==> src/sv/bdq_pkg.sv <==
// shared types, codes and constants of the bounded deque with value purge
package bdq_pkg;

    localparam int DEPTH_DEF = 64;
    localparam int DATA_W    = 32;
    localparam int OP_W      = 3;
    localparam int STATUS_W  = 2;

    // request operation codes
    typedef enum logic [OP_W-1:0] {
        OP_PUSH_FRONT = 3'd0,
        OP_PUSH_BACK  = 3'd1,
        OP_POP_FRONT  = 3'd2,
        OP_POP_BACK   = 3'd3,
        OP_PURGE      = 3'd4,
        OP_CLEAR      = 3'd5
    } t_op;

    // result status codes
    typedef enum logic [STATUS_W-1:0] {
        ST_OK    = 2'd0,
        ST_EMPTY = 2'd1,
        ST_FULL  = 2'd2
    } t_status;

    // commands from controller to datapath
    typedef struct packed {
        logic take_req;     // latch request, arm purge walk
        logic simple_done;  // finish a one-step request into the output register
        logic pop_read;     // read the slot a pop takes
        logic pop_done;     // finish a pop with the read data
        logic purge_read;   // read the next held entry
        logic purge_cmp;    // compare last read entry, keep or drop it
        logic purge_done;   // finish a purge
    } t_cmd;

    // status from datapath to controller
    typedef struct packed {
        logic [OP_W-1:0] op;
        logic            empty;
        logic            purge_more;
        logic            out_free;
    } t_stat;

endpackage

==> src/sv/bdq_req_if.sv <==
// request channel: operation and value
interface bdq_req_if;
    logic                                      valid;
    logic                                      ready;
    logic        [bdq_pkg::OP_W-1:0]           operation;
    logic signed [bdq_pkg::DATA_W-1:0]         value;

    modport source (output valid, output operation, output value, input ready);
    modport sink   (input valid, input operation, input value, output ready);
endinterface

==> src/sv/bdq_rsp_if.sv <==
// result channel: popped value, status, count after and removed count
interface bdq_rsp_if #(
    parameter int CNT_W = 7
);
    logic                                valid;
    logic                                ready;
    logic signed [bdq_pkg::DATA_W-1:0]   popped_value;
    logic        [bdq_pkg::STATUS_W-1:0] status;
    logic        [CNT_W-1:0]             count_after;
    logic        [CNT_W-1:0]             removed_count;

    modport source (output valid, output popped_value, output status,
                    output count_after, output removed_count, input ready);
    modport sink   (input valid, input popped_value, input status,
                    input count_after, input removed_count, output ready);
endinterface

==> src/sv/bounded_deque_with_value_purge_core.sv <==
// top level of the bounded deque with value purge
//
//  channel  | dir | payload                                           | handshake
//  ---------+-----+---------------------------------------------------+------------
//  i_req    | in  | operation[2:0], value[31:0] signed                | valid/ready
//  o_rsp    | out | popped_value, status, count_after, removed_count  | valid/ready
//
// pushes, clear, unused codes, failed pops and empty purges finish from the latched
// request; a pop first reads its slot: the ring memory has one write and one
// registered read port. a purge walks the held entries one per cycle through it.
// reset clears control state only; payload and memory stay undefined until written.
// a new request is taken while a result waits in the output register; a request
// finishes into that register only once it is free, and holds there until then.
module bounded_deque_with_value_purge_core #(
    parameter int DEPTH = bdq_pkg::DEPTH_DEF,
    parameter int CNT_W = $clog2(DEPTH + 1)
) (
    input  logic      i_clk,
    input  logic      i_rst_n,
    bdq_req_if.sink   i_req,
    bdq_rsp_if.source o_rsp
);

    bdq_pkg::t_cmd  w_cmd;
    bdq_pkg::t_stat w_stat;
    logic           w_req_ready;
    logic           w_load;

    // controller
    bdq_ctrl u_ctrl (
        .i_clk       (i_clk),
        .i_rst_n     (i_rst_n),
        .i_req_valid (i_req.valid),
        .i_stat      (w_stat),
        .o_cmd       (w_cmd),
        .o_req_ready (w_req_ready)
    );

    // datapath
    bdq_dpath #(
        .DEPTH (DEPTH),
        .IDX_W ($clog2(DEPTH)),
        .CNT_W (CNT_W)
    ) u_dpath (
        .i_clk           (i_clk),
        .i_rst_n         (i_rst_n),
        .i_cmd           (w_cmd),
        .o_stat          (w_stat),
        .i_operation     (i_req.operation),
        .i_value         (i_req.value),
        .i_out_ready     (o_rsp.ready),
        .o_out_valid     (o_rsp.valid),
        .o_popped_value  (o_rsp.popped_value),
        .o_status        (o_rsp.status),
        .o_count_after   (o_rsp.count_after),
        .o_removed_count (o_rsp.removed_count)
    );

    assign i_req.ready = w_req_ready;
    assign w_load      = w_cmd.simple_done | w_cmd.pop_done | w_cmd.purge_done;

    // a taken request keeps the block busy in the next cycle
    a_busy_after_req: assert property (@(posedge i_clk) disable iff (!i_rst_n)
        (i_req.valid && i_req.ready) |=> !i_req.ready)
        else $error("request taken while previous request still at work");

    // a result is only written into a free output register
    a_load_when_free: assert property (@(posedge i_clk) disable iff (!i_rst_n)
        w_load |-> (!o_rsp.valid || o_rsp.ready))
        else $error("result overwrote a waiting result");

    // a full push reports a full queue
    a_full_count: assert property (@(posedge i_clk) disable iff (!i_rst_n)
        (o_rsp.valid && o_rsp.status == bdq_pkg::ST_FULL)
            |-> (o_rsp.count_after == CNT_W'(DEPTH)))
        else $error("full status with count below depth");

    // an empty pop reports an empty queue and no value
    a_empty_pop: assert property (@(posedge i_clk) disable iff (!i_rst_n)
        (o_rsp.valid && o_rsp.status == bdq_pkg::ST_EMPTY)
            |-> (o_rsp.count_after == '0 && o_rsp.popped_value == '0))
        else $error("empty status with entries held or a value popped");

endmodule

==> src/sv/bdq_ctrl.sv <==
// controller state machine of the deque: sequences one request at a time
module bdq_ctrl (
    input  logic           i_clk,
    input  logic           i_rst_n,
    input  logic           i_req_valid,
    input  bdq_pkg::t_stat i_stat,
    output bdq_pkg::t_cmd  o_cmd,
    output logic           o_req_ready
);

    typedef enum logic [2:0] {
        S_IDLE,
        S_EXEC,
        S_POP_DATA,
        S_PURGE_RUN,
        S_PURGE_END
    } t_state;

    t_state r_state;
    t_state n_state;

    // next state and commands
    always_comb begin
        n_state = r_state;
        o_cmd   = '0;
        case (r_state)
            S_IDLE: begin
                if (i_req_valid && i_rst_n) begin
                    o_cmd.take_req = 1'b1;
                    n_state        = S_EXEC;
                end
            end
            S_EXEC: begin
                case (i_stat.op)
                    bdq_pkg::OP_POP_FRONT,
                    bdq_pkg::OP_POP_BACK: begin
                        if (!i_stat.empty) begin
                            o_cmd.pop_read = 1'b1;
                            n_state        = S_POP_DATA;
                        end else if (i_stat.out_free) begin
                            o_cmd.simple_done = 1'b1;
                            n_state           = S_IDLE;
                        end
                    end
                    bdq_pkg::OP_PURGE: begin
                        if (!i_stat.empty) begin
                            o_cmd.purge_read = 1'b1;
                            n_state          = S_PURGE_RUN;
                        end else if (i_stat.out_free) begin
                            o_cmd.simple_done = 1'b1;
                            n_state           = S_IDLE;
                        end
                    end
                    default: begin
                        if (i_stat.out_free) begin
                            o_cmd.simple_done = 1'b1;
                            n_state           = S_IDLE;
                        end
                    end
                endcase
            end
            S_POP_DATA: begin
                if (i_stat.out_free) begin
                    o_cmd.pop_done = 1'b1;
                    n_state        = S_IDLE;
                end
            end
            S_PURGE_RUN: begin
                o_cmd.purge_cmp = 1'b1;
                if (i_stat.purge_more) begin
                    o_cmd.purge_read = 1'b1;
                end else begin
                    n_state = S_PURGE_END;
                end
            end
            S_PURGE_END: begin
                if (i_stat.out_free) begin
                    o_cmd.purge_done = 1'b1;
                    n_state          = S_IDLE;
                end
            end
            default: begin
                n_state = S_IDLE;
            end
        endcase
    end

    // take a new request only between requests and out of reset
    assign o_req_ready = (r_state == S_IDLE) && i_rst_n;

    // state register
    always_ff @(posedge i_clk) begin
        if (!i_rst_n) begin
            r_state <= S_IDLE;
        end else begin
            r_state <= n_state;
        end
    end

endmodule

==> src/sv/bdq_dpath.sv <==
// datapath of the deque: ring memory, front and count, purge walk, output register
module bdq_dpath #(
    parameter int DEPTH = bdq_pkg::DEPTH_DEF,
    parameter int IDX_W = $clog2(DEPTH),
    parameter int CNT_W = $clog2(DEPTH + 1)
) (
    input  logic                              i_clk,
    input  logic                              i_rst_n,
    input  bdq_pkg::t_cmd                     i_cmd,
    output bdq_pkg::t_stat                    o_stat,
    input  logic [bdq_pkg::OP_W-1:0]          i_operation,
    input  logic signed [bdq_pkg::DATA_W-1:0] i_value,
    input  logic                              i_out_ready,
    output logic                              o_out_valid,
    output logic signed [bdq_pkg::DATA_W-1:0] o_popped_value,
    output logic [bdq_pkg::STATUS_W-1:0]      o_status,
    output logic [CNT_W-1:0]                  o_count_after,
    output logic [CNT_W-1:0]                  o_removed_count
);

    localparam int SUM_W = IDX_W + 1;
    localparam int DW    = bdq_pkg::DATA_W;

    // ring memory
    logic [DW-1:0]    r_mem [DEPTH];
    logic [DW-1:0]    r_rdata;

    // queue state
    logic [IDX_W-1:0] r_front;
    logic [CNT_W-1:0] r_count;

    // latched request
    logic [bdq_pkg::OP_W-1:0] r_op;
    logic [DW-1:0]            r_value;

    // purge walk
    logic [IDX_W-1:0] r_rd_ptr;
    logic [IDX_W-1:0] r_wr_ptr;
    logic [CNT_W-1:0] r_rd_cnt;
    logic [CNT_W-1:0] r_wr_cnt;
    logic [CNT_W-1:0] r_removed;

    // output register
    logic                          r_out_valid;
    logic [DW-1:0]                 r_res_pop;
    logic [bdq_pkg::STATUS_W-1:0]  r_res_status;
    logic [CNT_W-1:0]              r_res_count;
    logic [CNT_W-1:0]              r_res_removed;

    // combinational next values
    logic [IDX_W-1:0]             n_front;
    logic [CNT_W-1:0]             n_count;
    logic                         wr_en;
    logic [IDX_W-1:0]             wr_addr;
    logic [DW-1:0]                wr_data;
    logic                         rd_en;
    logic [IDX_W-1:0]             rd_addr;
    logic                         load;
    logic [DW-1:0]                n_res_pop;
    logic [bdq_pkg::STATUS_W-1:0] n_res_status;
    logic [CNT_W-1:0]             n_res_removed;
    logic                         empty;
    logic                         full;
    logic                         match;
    logic [IDX_W-1:0]             front_dec;
    logic [IDX_W-1:0]             back_slot;
    logic [IDX_W-1:0]             last_slot;
    logic [CNT_W-1:0]             count_dec;

    // fold a sum below twice the depth back into the ring
    function automatic logic [IDX_W-1:0] wrap(input logic [SUM_W-1:0] s);
        logic [SUM_W-1:0] t;
        t = (s >= SUM_W'(DEPTH)) ? (s - SUM_W'(DEPTH)) : s;
        return t[IDX_W-1:0];
    endfunction

    // step one slot forward around the ring
    function automatic logic [IDX_W-1:0] inc(input logic [IDX_W-1:0] p);
        return (p == IDX_W'(DEPTH - 1)) ? '0 : (p + IDX_W'(1));
    endfunction

    assign empty     = (r_count == '0);
    assign full      = (r_count == CNT_W'(DEPTH));
    assign count_dec = r_count - CNT_W'(1);
    assign front_dec = (r_front == '0) ? IDX_W'(DEPTH - 1) : (r_front - IDX_W'(1));
    assign back_slot = wrap(SUM_W'(r_front) + SUM_W'(r_count));
    assign last_slot = wrap(SUM_W'(r_front) + SUM_W'(count_dec));
    assign match     = (r_rdata == r_value);

    // read port select
    always_comb begin
        rd_en   = i_cmd.pop_read | i_cmd.purge_read;
        rd_addr = r_rd_ptr;
        if (i_cmd.pop_read) begin
            rd_addr = (r_op == bdq_pkg::OP_POP_FRONT) ? r_front : last_slot;
        end
    end

    // request execution, writes and result
    always_comb begin
        n_front       = r_front;
        n_count       = r_count;
        wr_en         = 1'b0;
        wr_addr       = r_wr_ptr;
        wr_data       = r_rdata;
        load          = 1'b0;
        n_res_pop     = '0;
        n_res_status  = bdq_pkg::ST_OK;
        n_res_removed = '0;

        if (i_cmd.simple_done) begin
            load = 1'b1;
            case (r_op)
                bdq_pkg::OP_PUSH_FRONT: begin
                    if (full) begin
                        n_res_status = bdq_pkg::ST_FULL;
                    end else begin
                        wr_en   = 1'b1;
                        wr_addr = front_dec;
                        wr_data = r_value;
                        n_front = front_dec;
                        n_count = r_count + CNT_W'(1);
                    end
                end
                bdq_pkg::OP_PUSH_BACK: begin
                    if (full) begin
                        n_res_status = bdq_pkg::ST_FULL;
                    end else begin
                        wr_en   = 1'b1;
                        wr_addr = back_slot;
                        wr_data = r_value;
                        n_count = r_count + CNT_W'(1);
                    end
                end
                bdq_pkg::OP_POP_FRONT,
                bdq_pkg::OP_POP_BACK: begin
                    n_res_status = bdq_pkg::ST_EMPTY;
                end
                bdq_pkg::OP_CLEAR: begin
                    n_res_removed = r_count;
                    n_count       = '0;
                    n_front       = '0;
                end
                default: begin
                end
            endcase
        end

        // pop takes the registered read data
        if (i_cmd.pop_done) begin
            load      = 1'b1;
            n_res_pop = r_rdata;
            n_count   = count_dec;
            if (r_op == bdq_pkg::OP_POP_FRONT) begin
                n_front = inc(r_front);
            end
        end

        // survivors are packed toward the front
        if (i_cmd.purge_cmp && !match) begin
            wr_en   = 1'b1;
            wr_addr = r_wr_ptr;
            wr_data = r_rdata;
        end

        if (i_cmd.purge_done) begin
            load          = 1'b1;
            n_count       = r_wr_cnt;
            n_res_removed = r_removed;
        end
    end

    // memory write and registered read
    always_ff @(posedge i_clk) begin
        if (wr_en) begin
            r_mem[wr_addr] <= wr_data;
        end
        if (rd_en) begin
            r_rdata <= r_mem[rd_addr];
        end
    end

    // request latch and output payload
    always_ff @(posedge i_clk) begin
        if (i_cmd.take_req) begin
            r_op    <= i_operation;
            r_value <= i_value;
        end
        if (load) begin
            r_res_pop     <= n_res_pop;
            r_res_status  <= n_res_status;
            r_res_count   <= n_count;
            r_res_removed <= n_res_removed;
        end
    end

    // control state
    always_ff @(posedge i_clk) begin
        if (!i_rst_n) begin
            r_front     <= '0;
            r_count     <= '0;
            r_out_valid <= 1'b0;
            r_rd_ptr    <= '0;
            r_wr_ptr    <= '0;
            r_rd_cnt    <= '0;
            r_wr_cnt    <= '0;
            r_removed   <= '0;
        end else begin
            r_front <= n_front;
            r_count <= n_count;
            if (load) begin
                r_out_valid <= 1'b1;
            end else if (i_out_ready) begin
                r_out_valid <= 1'b0;
            end
            if (i_cmd.take_req) begin
                r_rd_ptr  <= r_front;
                r_wr_ptr  <= r_front;
                r_rd_cnt  <= '0;
                r_wr_cnt  <= '0;
                r_removed <= '0;
            end else begin
                if (i_cmd.purge_read) begin
                    r_rd_ptr <= inc(r_rd_ptr);
                    r_rd_cnt <= r_rd_cnt + CNT_W'(1);
                end
                if (i_cmd.purge_cmp) begin
                    if (match) begin
                        r_removed <= r_removed + CNT_W'(1);
                    end else begin
                        r_wr_ptr <= inc(r_wr_ptr);
                        r_wr_cnt <= r_wr_cnt + CNT_W'(1);
                    end
                end
            end
        end
    end

    // status toward the controller
    assign o_stat.op         = r_op;
    assign o_stat.empty      = empty;
    assign o_stat.purge_more = (r_rd_cnt != r_count);
    assign o_stat.out_free   = !r_out_valid || i_out_ready;

    assign o_out_valid     = r_out_valid;
    assign o_popped_value  = $signed(r_res_pop);
    assign o_status        = r_res_status;
    assign o_count_after   = r_res_count;
    assign o_removed_count = r_res_removed;

endmodule

==> src/flat_wrapper.sv <==
// flat-port wrapper written by rule: the top's interface ports become plain ports
module bounded_deque_with_value_purge_core_flat 
#(
    parameter int DEPTH = bdq_pkg::DEPTH_DEF,
    parameter int CNT_W = $clog2(DEPTH + 1)
)
  (i_clk, i_rst_n, i_req_valid, i_req_operation, i_req_value, i_req_ready, o_rsp_valid, o_rsp_popped_value, o_rsp_status, o_rsp_count_after, o_rsp_removed_count, o_rsp_ready);
  bdq_req_if i_req_i ();
  bdq_rsp_if #(.CNT_W(CNT_W)) o_rsp_i ();
  input  logic i_clk;
  input  logic i_rst_n;
  input wire logic [$bits(i_req_i.valid)-1:0] i_req_valid;
  input wire logic [$bits(i_req_i.operation)-1:0] i_req_operation;
  input wire logic [$bits(i_req_i.value)-1:0] i_req_value;
  output wire logic [$bits(i_req_i.ready)-1:0] i_req_ready;
  output wire logic [$bits(o_rsp_i.valid)-1:0] o_rsp_valid;
  output wire logic [$bits(o_rsp_i.popped_value)-1:0] o_rsp_popped_value;
  output wire logic [$bits(o_rsp_i.status)-1:0] o_rsp_status;
  output wire logic [$bits(o_rsp_i.count_after)-1:0] o_rsp_count_after;
  output wire logic [$bits(o_rsp_i.removed_count)-1:0] o_rsp_removed_count;
  input wire logic [$bits(o_rsp_i.ready)-1:0] o_rsp_ready;
  assign i_req_i.valid = i_req_valid;
  assign i_req_i.operation = i_req_operation;
  assign i_req_i.value = i_req_value;
  assign i_req_ready = i_req_i.ready;
  assign o_rsp_valid = o_rsp_i.valid;
  assign o_rsp_popped_value = o_rsp_i.popped_value;
  assign o_rsp_status = o_rsp_i.status;
  assign o_rsp_count_after = o_rsp_i.count_after;
  assign o_rsp_removed_count = o_rsp_i.removed_count;
  assign o_rsp_i.ready = o_rsp_ready;
  bounded_deque_with_value_purge_core #(.DEPTH(DEPTH), .CNT_W(CNT_W)) u_core (.i_clk(i_clk), .i_rst_n(i_rst_n), .i_req(i_req_i), .o_rsp(o_rsp_i));
endmodule
==> config.mk <==
export PLATFORM = sky130hd
export DESIGN_NAME = bounded_deque_with_value_purge_core_flat
export DESIGN_NICKNAME = d
export VERILOG_FILES = /design/src/sv/bdq_pkg.sv /design/src/sv/bdq_req_if.sv /design/src/sv/bdq_rsp_if.sv /design/src/sv/bounded_deque_with_value_purge_core.sv /design/src/sv/bdq_ctrl.sv /design/src/sv/bdq_dpath.sv /design/src/flat_wrapper.sv
export SDC_FILE = /design/constraint.sdc
export NUM_CORES = 2
export LEC_CHECK = 0
export BUFFER_PORTS_ARGS = -buffer_cell sky130_fd_sc_hd__buf_4
export CAP_MARGIN = 20
export CORE_UTILIZATION = 50
export DETAILED_ROUTE_END_ITERATION = 10
export MAX_ROUTING_LAYER = met4
export PLACE_DENSITY = 0.65
export SYNTH_ARGS = -nofsm -noshare
export SYNTH_HDL_FRONTEND = slang
export SYNTH_SLANG_ARGS = --single-unit
==> constraint.sdc <==
create_clock -name i_clk -period 13.05 [get_ports i_clk]
set_clock_uncertainty 0.05 [all_clocks]
set_input_delay 0.6525 -clock i_clk [delete_from_list [all_inputs] [get_ports i_clk]]
set_output_delay 0.6525 -clock i_clk [all_outputs]
set_load 0.05 [all_outputs]
==> results.toml <==
[clock_network]
cts_hold_buf = 35
post-cts-setup-buffers = 0
cts-buffers-inserted = 209
cts_resized = 0
clk_latency_ps = 870
cts_max_level = 4
tritoncts = "built"
cts_sinks = 2213
clk_pin_slew_ps = 70
clock_path_buffers = 3
clock-root-buffer = "clkbuf_16"

[timing]
setup_viol = 0
hold_viol = 0
finalCritPeriodShare_pct = 48.4
worstMarginPinSlew_ps = 1320
worst_slack_ps = 6740
fmax_mhz = 158
slew_headroom_pct = 11.9
fin_hold_ws_ps = 134
rsz0062_at_grt = "false"
fin_crit_ps = 6310
drv_slew = 0
setup_tns_ps = 0

[run_status]
status = "complete, no violations"

[worst_setup_path]
path_buf_inv = 3
ff2ff_setup_slack_ps = 6740
cp.required_ps = 13600
reg2reg_depth = 11
worstSetupStartpointType = "flip-flop"
crit_path_end_kind = "flip-flop"
crit_start = "u_core.u_dpath.r_count[1]"
reg2reg_from = "u_core.u_dpath.r_count[1]"
cp_num_cells = 11
cp_slowest_stage_delay_ps = 810
cp_cell_sequence = "inv_1 -> ha_1 -> or3b_1 -> o211a_4 -> mux2_8 -> buf_4 -> buf_12 -> mux4_2 -> o2111ai_1 -> a21oi_1 -> or4_1"
cp_max_fo = 99
crit_slowest_cell = "mux2_8"
crit_type = "flip-flop to flip-flop"
cp_data_arrival_time_ps = 6860
cp_top_family = "multiplexers"

[yosys]
synth_cell_types = 73
ys_async_sr_fraction_pct = 0
ys_warn_count = 0
synth_cells = 4900
syn_avg_cell_area_sq_um = 17.7
syn_area_sq_um = 86700
synth.net_count = 4961
dominantRegCellSynth = "edfxtp_1"
synth_edf_count = 2163
synth-seq-cells = 2213
ys_seq_area_share_pct = 76.1

[floorplanning]
rows = 152
dieHeight_microns = 418
design.die.area_sq_um = 175000
die_w_microns = 418
core-area_sq_um = 172000
ioPinCount = 89
initial_utilization_pct = 50.4

[route]
first_pass_iters = 7
ant_nets = 0
routed_wl_microns = 246000
drt_iter0_markers = 7847
dr_total_vias = 48500
drc = 0
via_per_inst = 6.36
wl_per_cell_microns = 32.2

[finish]
layout_commonest_cell = "edfxtp_1"
final_net_count = 5184
drive_gt1_share_pct = 18.9
fin_util_pct = 57.0
layout_common_cells = "edfxtp_1, nand2_1, mux4_2"
area_growth_pct = 13.0

[worst_hold_path]
worstHoldStart = "i_req_valid"
min_path_cells = 3
hold_path_class = "primary input to flip-flop"

[power_and_ir_drop]
worst_ir_drop_vdd_mv = 0.139
p_per_area_nw_per_um2 = 147
power.leakage_uw = 0.0324
p_total_uw = 14400

[place]
pre_cts_slack_ps = 6760
io_buffer_count = 88
dpl.hpwl_microns = 137000
place.gp.congestion = 0.902

[global_route]
grt_pass1_vias = 46100
grt.total_usage_pct = 28.9
grt_max_degree = 125
grt_pass1_wl_microns = 345000
antenna_found_initial = 16
overflow = 0

[run]
timing.max_cap.violations = 0
[worst reg2reg max path, cell delays in order (launching register included)]
cell	delay (ps)
dfxtp_1	410
inv_1	150
ha_1	240
or3b_1	470
o211a_4	390
mux2_8	820
buf_4	680
buf_12	610
mux4_2	620
o2111ai_1	550
a21oi_1	440
or4_1	620
[logic make-up after synthesis]
group | after synthesis | synth area share (%)
AOI/OAI and AO/OA | 404 | 3.22
xor gates and xnor gates | 70 | 0.707
adders and majority gates | 22 | 0.335
buffers and inverters | 285 | 1.48
DFF | 2213 | 76.1
muxes | 544 | 11.2
and+or+nand+nor | 1362 | 6.98
[worst paths after layout]
path | to
hold reg to reg | u_core.u_dpath.r_wr_cnt[6]
setup reg to reg | u_core.u_dpath.r_rdata[2]
setup / recovery | u_core.u_dpath.r_rdata[2]
hold / removal | u_core.u_ctrl.r_state[0]
[power breakdown]
part / switching (uW) / leakage (uW) / internal (uW)
registers: 16.8 / 0.0199 / 7780
logic: 441 / 0.00925 / 187
clock network: 2610 / 0.00322 / 3350
total: 3070 / 0.0324 / 11300
[state kept, by name, indices dropped and copies added, names as in the netlist]
name,flops
u_core.u_dpath.o_count_after,7
u_core.u_dpath.r_op,3
u_core.u_dpath.o_popped_value,32
u_core.u_dpath.r_rdata,32
u_core.u_dpath.r_wr_ptr,6
u_core.u_dpath.r_value,32
u_core.u_dpath.r_count,7
u_core.u_dpath.o_status,2
u_core.u_dpath.r_rd_ptr,6
u_core.u_dpath.r_wr_cnt,7
u_core.u_dpath.o_out_valid,1
u_core.u_dpath.r_front,6
u_core.u_dpath.r_mem,2048
u_core.u_dpath.o_removed_count,7
u_core.u_dpath.r_rd_cnt,7
u_core.u_dpath.r_removed,7
u_core.u_ctrl.r_state,3
[layer usage]
metal	vias to the layer above	wire [microns]	GRT usage [%]
li1	19900	-	-
met1	25100	95000	39.9
met2	3040	114000	43.6
met3	434	28400	5.73
met4	0	8550	9.60
met5	-	0	-
[per-stage QoR]
stage,cell area (sq um),std cells
after global placement,90900,7181
after CTS,97900,7609
final,98000,7630
after floorplan,86700,4900
after detailed placement,90900,7183
after global routing,98000,7620
[area by class of cell]
class                      count  area [sq um]
clock buffer                 264          5500
multi-input combinational   2402         20100
antenna                       17          42.5
clock inverter               127          1140
inverter                      12          45.0
fill                       12800         73900
timing repair buffer         285          2320
tap                         2310          2890
sequential                  2213         66000
[Yosys cell counts (all sizes together), types with 3 or more instances]
cell type  number  area (sq um)
nor3           47           235
o311ai          3          26.3
nand4          47           294
a221oi          7          61.3
nor2           96           360
a22o            9          78.8
a21boi          6          45.0
mux2           16           184
and3           11          68.8
mux4          340          7660
nor3b           5          37.5
nor2b           8          50.1
a31oi          13          81.3
nand2         751          2820
o22ai          83           519
edfxtp       2163         65000
a32oi          49           429
o2111ai        24           210
o32ai           3          26.3
or4            32           240
dfxtp          50          1000
inv            12          45.0
o21ai          47           243
nand3         281          1410
o21a            9          67.6
a211oi          8          60.1
and2           45           282
a21o            5          37.5
a311oi          3          26.3
nand2b          8          50.1
ha             20           250
a22oi          27           203
mux2i         188          1890
xnor2          15           131
or3            11          68.8
nor4           10          62.6
buf           124           677
clkbuf        149           559
xor2           55           482
a21oi          72           360
o211ai         13          97.6
No activity file was read; power rests on OpenSTA's default activity.
